<file path="src/rtl/vertex_table_nearest_search_unit_assert.svh">
// assertion macros for the vertex table nearest search unit
// no dependencies; included by the top level only
`ifndef VERTEX_TABLE_NEAREST_SEARCH_UNIT_ASSERT_SVH
`define VERTEX_TABLE_NEAREST_SEARCH_UNIT_ASSERT_SVH

`ifndef SYNTHESIS
// clocked on clk_i, quiet while rst_ni is low
`define VTNS_ASSERT(lbl, prop) \
  lbl: assert property (@(posedge clk_i) disable iff (!rst_ni) (prop)) \
    else $error("vtns assertion failed");
// clocked on clk_i, also checked during reset
`define VTNS_ASSERT_NORST(lbl, prop) \
  lbl: assert property (@(posedge clk_i) (prop)) \
    else $error("vtns assertion failed during reset");
`else
`define VTNS_ASSERT(lbl, prop)
`define VTNS_ASSERT_NORST(lbl, prop)
`endif

`endif

</file>
<file path="src/rtl/vtns_ram.sv">
// generic simple dual-port ram: one write port, one read port, registered read
// no dependencies
module vtns_ram #(
  parameter int unsigned WIDTH = 8,
  parameter int unsigned DEPTH = 16
) (
  input  logic                     clk_i,
  input  logic                     we_i,
  input  logic [$clog2(DEPTH)-1:0] waddr_i,
  input  logic [WIDTH-1:0]         wdata_i,
  input  logic                     re_i,
  input  logic [$clog2(DEPTH)-1:0] raddr_i,
  output logic [WIDTH-1:0]         rdata_o
);

  logic [WIDTH-1:0] mem_q [DEPTH];
  logic [WIDTH-1:0] rdata_q;

  always_ff @(posedge clk_i) begin
    if (we_i) begin
      mem_q[waddr_i] <= wdata_i;
    end
    if (re_i) begin
      rdata_q <= mem_q[raddr_i];
    end
  end

  assign rdata_o = rdata_q;

endmodule

</file>
<file path="config.mk">
export PLATFORM = sky130hd
export DESIGN_NAME = vtns_ram
export DESIGN_NICKNAME = d
export VERILOG_FILES = /design/src/rtl/vertex_table_nearest_search_unit_assert.svh /design/src/rtl/vtns_ram.sv
export SDC_FILE = /design/constraint.sdc
export NUM_CORES = 1
export LEC_CHECK = 0
export ABC_AREA = 1
export ABC_CLOCK_PERIOD_IN_PS = 1300
export BUFFER_PORTS_ARGS = -buffer_cell sky130_fd_sc_hd__buf_2
export CORE_MARGIN = 5
export CORE_UTILIZATION = 61
export CTS_CLUSTER_SIZE = 16
export DETAILED_ROUTE_END_ITERATION = 10
export HOLD_SLACK_MARGIN = 0.06
export MAX_ROUTING_LAYER = met4
export PLACE_DENSITY = 0.79
export SLEW_MARGIN = 20
export SYNTH_ARGS = -nofsm -noshare
export SYNTH_HDL_FRONTEND = slang
export SYNTH_SLANG_ARGS = --single-unit
</file>
<file path="constraint.sdc">
create_clock -name clk_i -period 1.3 [get_ports clk_i]
set_clock_uncertainty 0.15 [all_clocks]
set_input_delay 0.13 -clock clk_i [delete_from_list [all_inputs] [get_ports clk_i]]
set_output_delay 0.13 -clock clk_i [all_outputs]
set_load 0.1 [all_outputs]
</file>
==> results.tsv, run 1 <==
metric	value	unit
yosysTopAreaCellShare	0.698	
violations	negative setup slack	
worstPathRequired	1.02	ns
synth_cell_type_count	11	
grt_max_degree	65	
wl_per_cell	18.6	microns
dr.max_layer_used	met4	
firstDrtPassIters	5	
core	9280	sq um
critPathBufInv	1	
overflow	0	
n_antenna_cell	0	
wl_met1	5370	microns
cts_inserted_buffers	17	
outcome	finished, violations left	
vias	4079	
vdd_ir_drop_max	1.17	mV
clk_latency	0.52	ns
cp.arrival	1.17	ns
clk_pin_slew	0.06	ns
synth_top_area_cell	edfxtp_1	
drive_above_1_share	0.213	
tightest_slew	0.752	ns
wl_met2	6850	microns
drt_iter0_drc	401	
cellLeakagePower	3.14	nW
start_util	0.630	
htreeDepth	4	
viasPerCell	5.45	
worst_slack	-0.153	ns
final_cell_mix	nand2_1 (166), edfxtp_1 (136), inv_1 (99)	
slew_headroom	0.498	
hold_viol	0	
drt_wl_total	13900	microns
grt_pass1_wl	21400	microns
slew_violations	0	
crit_family	flip-flops	
power	10.8	mW
die_y	108	microns
yosysSeqAreaShare	0.698	
critPathCaptureType	primary output	
cts.sink_count	136	
fin_nets	628	
num_rows	35	
syn-num-nets	570	
yosysWarnings	0	
area_delta_synth_final	25.1	%
max_stage_delay	0.45	ns
port_buffers	26	
crit_path_start_kind	flop	
finalNonFillerCells	748	
synthTopCellsByArea	edfxtp_1 (70%), nand2_1 (11%), nand3_1 (8.3%)	
root_buffer	clkbuf_8	
rsz0062_at_grt	true	
cpMaxStageDelayCell	edfxtp_1	
crit_type	flop to primary output	
gp_congestion	0.859	
grt_pass1_vias	4057	
cap_violations	0	
cp_max_fo	1	
fin_crit	1.45	ns
fin_crit_sh	1.12	
antenna_found_initial	0	
dp_hpwl	8080	microns
avgSynthCellArea	10.6	sq um
hp-class	input pin to flop	
fmax	0.688	GHz
setup_viol	10	
power_density	1470	nW/um^2
final_common_cell	nand2_1	
syn-cell-area	5850	sq um
ys_seq_elements	136	
cts_buffer_depth	2	
grtUsageTotal	0.260	
drc_errors	0	
cts_tree	yes	
synth_cells	551	
die_area	11600	sq um
die_width	108	microns
wl_met3	1170	microns
antenna_left	0	
cp_cell_sequence	buf_12	
placed_cells	707	
io_pins	27	
-- cells by family (layout without fill, tap and decap cells) --
family	Yosys count	in the layout	share of synthesized area
flip-flops	136	136	0.698
buffers and inverters	126	194	0.0939
AND/OR/NAND/NOR	289	289	0.208
-- cell type report --
cell class / count / area (sq um)
Tap cell: 129 / 161
Sequential cell: 136 / 4080
Timing Repair Buffer: 63 / 636
Clock buffer: 17 / 414
Inverter: 102 / 383
Clock inverter: 12 / 178
Multi-Input combinational cell: 289 / 1460
Fill cell: 545 / 1970
-- registers in the layout, summed over array words and instances (netlist names) --
register and count:
mem_q 128, rdata_o 8
-- synthesized netlist by cell type (all sizes together) --
cell    number
nand2      173
edfxtp     136
inv        102
nand3       97
buf         24
nor2        17
nand3b       2
-- where the power goes --
part	switching, mW	leakage [nW]	total [mW]	internal [mW]
clock network	1.75	0.280	4.84	3.08
registers	0.0395	1.24	4.98	4.94
logic	0.636	1.62	0.939	0.303
total	2.43	3.14	10.8	8.33
-- per-stage QoR --
stage | hold WS [ns] | setup slack [ns] | util | area (sq um) | setup TNS [ns]
global route | 0.0962 | -0.170 | 0.788 | 7310 | -1.54
detailed placement | 0.364 | -0.209 | 0.682 | 6330 | -1.60
global placement | 0.356 | -0.187 | 0.682 | 6330 | -1.23
floorplan | 0.0789 | 0.0692 | - | 5850 | 0
finish | 0.0697 | -0.153 | 0.788 | 7310 | -1.02
CTS | -0.0208 | -0.173 | 0.763 | 7090 | -1.07
-- metal layers --
metal,GRT usage,up-vias
met5,-,-
met4,0.111,0
met3,0.0510,35
met2,0.409,218
met1,0.333,1934
li1,-,1892
-- worst paths after layout --
kind | cells after the start | to | slack, ns | from
worst max register to register | 6 | rdata_o[1] | -0.02 | mem_q[4][1]
worst min-delay path | 6 | rdata_o[1] | 0.07 | raddr_i[2]
worst min register to register | 6 | rdata_o[4] | 0.58 | mem_q[11][4]
worst max-delay path | 1 | rdata_o[6] | -0.15 | rdata_o[6]
-- timing repair --
action                     CTS  global route
setup endpoints to repair   14            75
buffers inserted             0             1
pin swaps                    1            18
hold endpoints to repair   145             0
cloned                       0             0
hold buffers                12             0
gates resized for setup      9            52
Note: power is estimated with default switching activity, not from simulation.
==> inputs of run 2 (changes only) <==
Settings changed: REMOVE_ABC_BUFFERS from default to 1.
==> run 2 against run 1 <==
Compared with the run above: the flow still finishes with violations (negative setup slack); critical path depth unchanged; setup slack improved by 0.0092 ns; die area unchanged.
==> results.tsv, run 2 (synthesis results as in run 1) <==
metric	value	unit	change
min_from	we_i		was raddr_i[2]
met2_usage	0.413		was 0.409
tightest_slew	0.426	ns	was 0.752 ns
cellLeakagePower	3.12	nW	was 3.14 nW
fin_nets	632		was 628
ff2ff_path_depth	6		unchanged
fillCellCount	546		was 545
crit_type	flop to primary output		unchanged
io_pins	27		unchanged
area_delta_synth_final	23.2	%	was 25.1%
drt_wl_total	14700	microns	was 13900 microns
rrSetupSlack	-0.07	ns	was -0.02 ns
cts.sink_count	136		unchanged
critPathCaptureType	primary output		unchanged
core	9280	sq um	unchanged
grt_pass1_wl	21800	microns	was 21400 microns
vdd_ir_drop_max	1.15	mV	was 1.17 mV
final_cell_mix	nand2_1 (171), edfxtp_1 (136), inv_1 (99)		was nand2_1 (166), edfxtp_1 (136), inv_1 (99)
outcome	finished, violations left		unchanged
drive_above_1_share	0.192		was 0.213
cap_violations	0		unchanged
busiest_layer	met2		unchanged
n_antenna_cell	0		unchanged
max_stage_delay	0.45	ns	about the same
cp_max_fo	1		unchanged
grtUsageTotal	0.265		was 0.260
timing.rr.start	mem_q[10][2]		was mem_q[4][1]
die_width	108	microns	unchanged
cts_inserted_buffers	17		unchanged
placed_cells	712		was 707
worst_slack	-0.143	ns	was -0.153 ns
num_rows	35		unchanged
slew_headroom	0.716		was 0.498
firstDrtPassIters	5		unchanged
die_y	108	microns	unchanged
grt_pass1_vias	4031		was 4057
crit_path_start_kind	flop		unchanged
fin_crit	1.44	ns	was 1.45 ns
largest_reg_flops	128		unchanged
use_met1	0.350		was 0.333
vias	4238		was 4079
power_density	1460	nW/um^2	was 1470 nW/um^2
startpoint	rdata_o[2]		was rdata_o[6]
fin_util	0.776		was 0.788
die_area	11600	sq um	unchanged
antenna_left	0		unchanged
dp_hpwl	8380	microns	was 8080 microns
top_register	mem_q		unchanged
final_common_cell	nand2_1		unchanged
slew_violations	0		unchanged
grt_max_degree	49		was 65
design_area	7200	sq um	was 7310 sq um
min_path_cells	4		was 6
clk_latency	0.52	ns	about the same
crit_family	flip-flops		unchanged
rsz0062_at_grt	true		unchanged
antenna_found_initial	0		unchanged
hold_path_end	mem_q[2][0]		was rdata_o[1]
violations	negative setup slack		unchanged
critPathBufInv	1		unchanged
fmax	0.693	GHz	was 0.688 GHz
viasPerCell	5.61		was 5.45
cts_buffer_depth	2		unchanged
use_met3	0.0540		was 0.0510
post_cts_buffers	0		unchanged
cts_tree	yes		unchanged
place_area	6380	sq um	was 6330 sq um
gp_congestion	0.866		was 0.859
drt_iter0_drc	565		was 401
start_util	0.630		unchanged
clk_pin_slew	0.06	ns	about the same
rr_endpoint	rdata_o[2]		was rdata_o[1]
setup_viol	9		was 10
worstPathRequired	1.02	ns	about the same
cp_cell_sequence	buf_12		unchanged
overflow	0		unchanged
htreeDepth	4		unchanged
cp.arrival	1.16	ns	was 1.17 ns
cpMaxStageDelayCell	edfxtp_1		unchanged
port_buffers	26		unchanged
fin_crit_sh	1.11		was 1.12
finalNonFillerCells	755		was 748
hold_viol	0		unchanged
drc_errors	0		unchanged
root_buffer	clkbuf_8		unchanged
wl_per_cell	19.5	microns	was 18.6 microns
hp-class	input pin to flop		unchanged
run 2: cell types whose count changed in the layout (fill, tap and decap cells not counted), moves of 5 or more:
cell     change
nand3_1     +11
buf_4        +8
nand3_2      -8
buf_6        -6
nand2_1      +5
nand2_2      -5
run 2: worst max-delay path by stage:
stage	cells after the start	end	slack, ns
after detailed placement	8	rdata_o[5]	-0.14
after global routing	1	rdata_o[2]	-0.18
after CTS	1	rdata_o[5]	-0.16
final	1	rdata_o[2]	-0.14
after global placement	8	rdata_o[5]	-0.13
after floorplan	6	rdata_o[2]	-0.10
run 2: report_power, final:
part / internal (mW) / total (mW) / switching (mW)
combinational: 0.305 / 0.940 / 0.635
clock: 2.74 / 4.60 / 1.86
sequential: 4.94 / 4.98 / 0.0414
total: 7.98 / 10.5 / 2.53
run 2: layout make-up:
class	instances	area (sq um)	area share
inverters	102	383	0.0532
repair buffers	67	648	0.0900
multi-input cells	289	1360	0.189
well taps	129	161	0.0224
clock inverters	14	149	0.0207
flip-flops and latches	136	4080	0.567
clock buffers	18	418	0.0580
run 2: what timing repair did:
action	CTS	global route
hold buffers	11	0
resized for setup	0	31
cloned	0	0
pin swaps	0	1
hold endpoints to repair	144	0
setup endpoints to repair	8	16
run 2: through the flow:
stage	hold WS (ns)	power, mW	setup slack, ns	setup TNS, ns
6_report	0.0942	10.5	-0.143	-1.02
5_1_grt	0.118	10.8	-0.176	-1.51
4_1_cts	0.0645	10.5	-0.156	-1.08
3_5_place_dp	0.355	5.91	-0.142	-0.815
3_3_place_gp	0.362	5.89	-0.128	-0.623
2_1_floorplan	0.0789	5.47	-0.101	-0.749
run 2: routing by layer:
metal	vias to the layer above	routed length, microns
li1	1910	-
met1	1980	5430
met2	318	7350
met3	30	1520
met4	0	384
met5	-	0
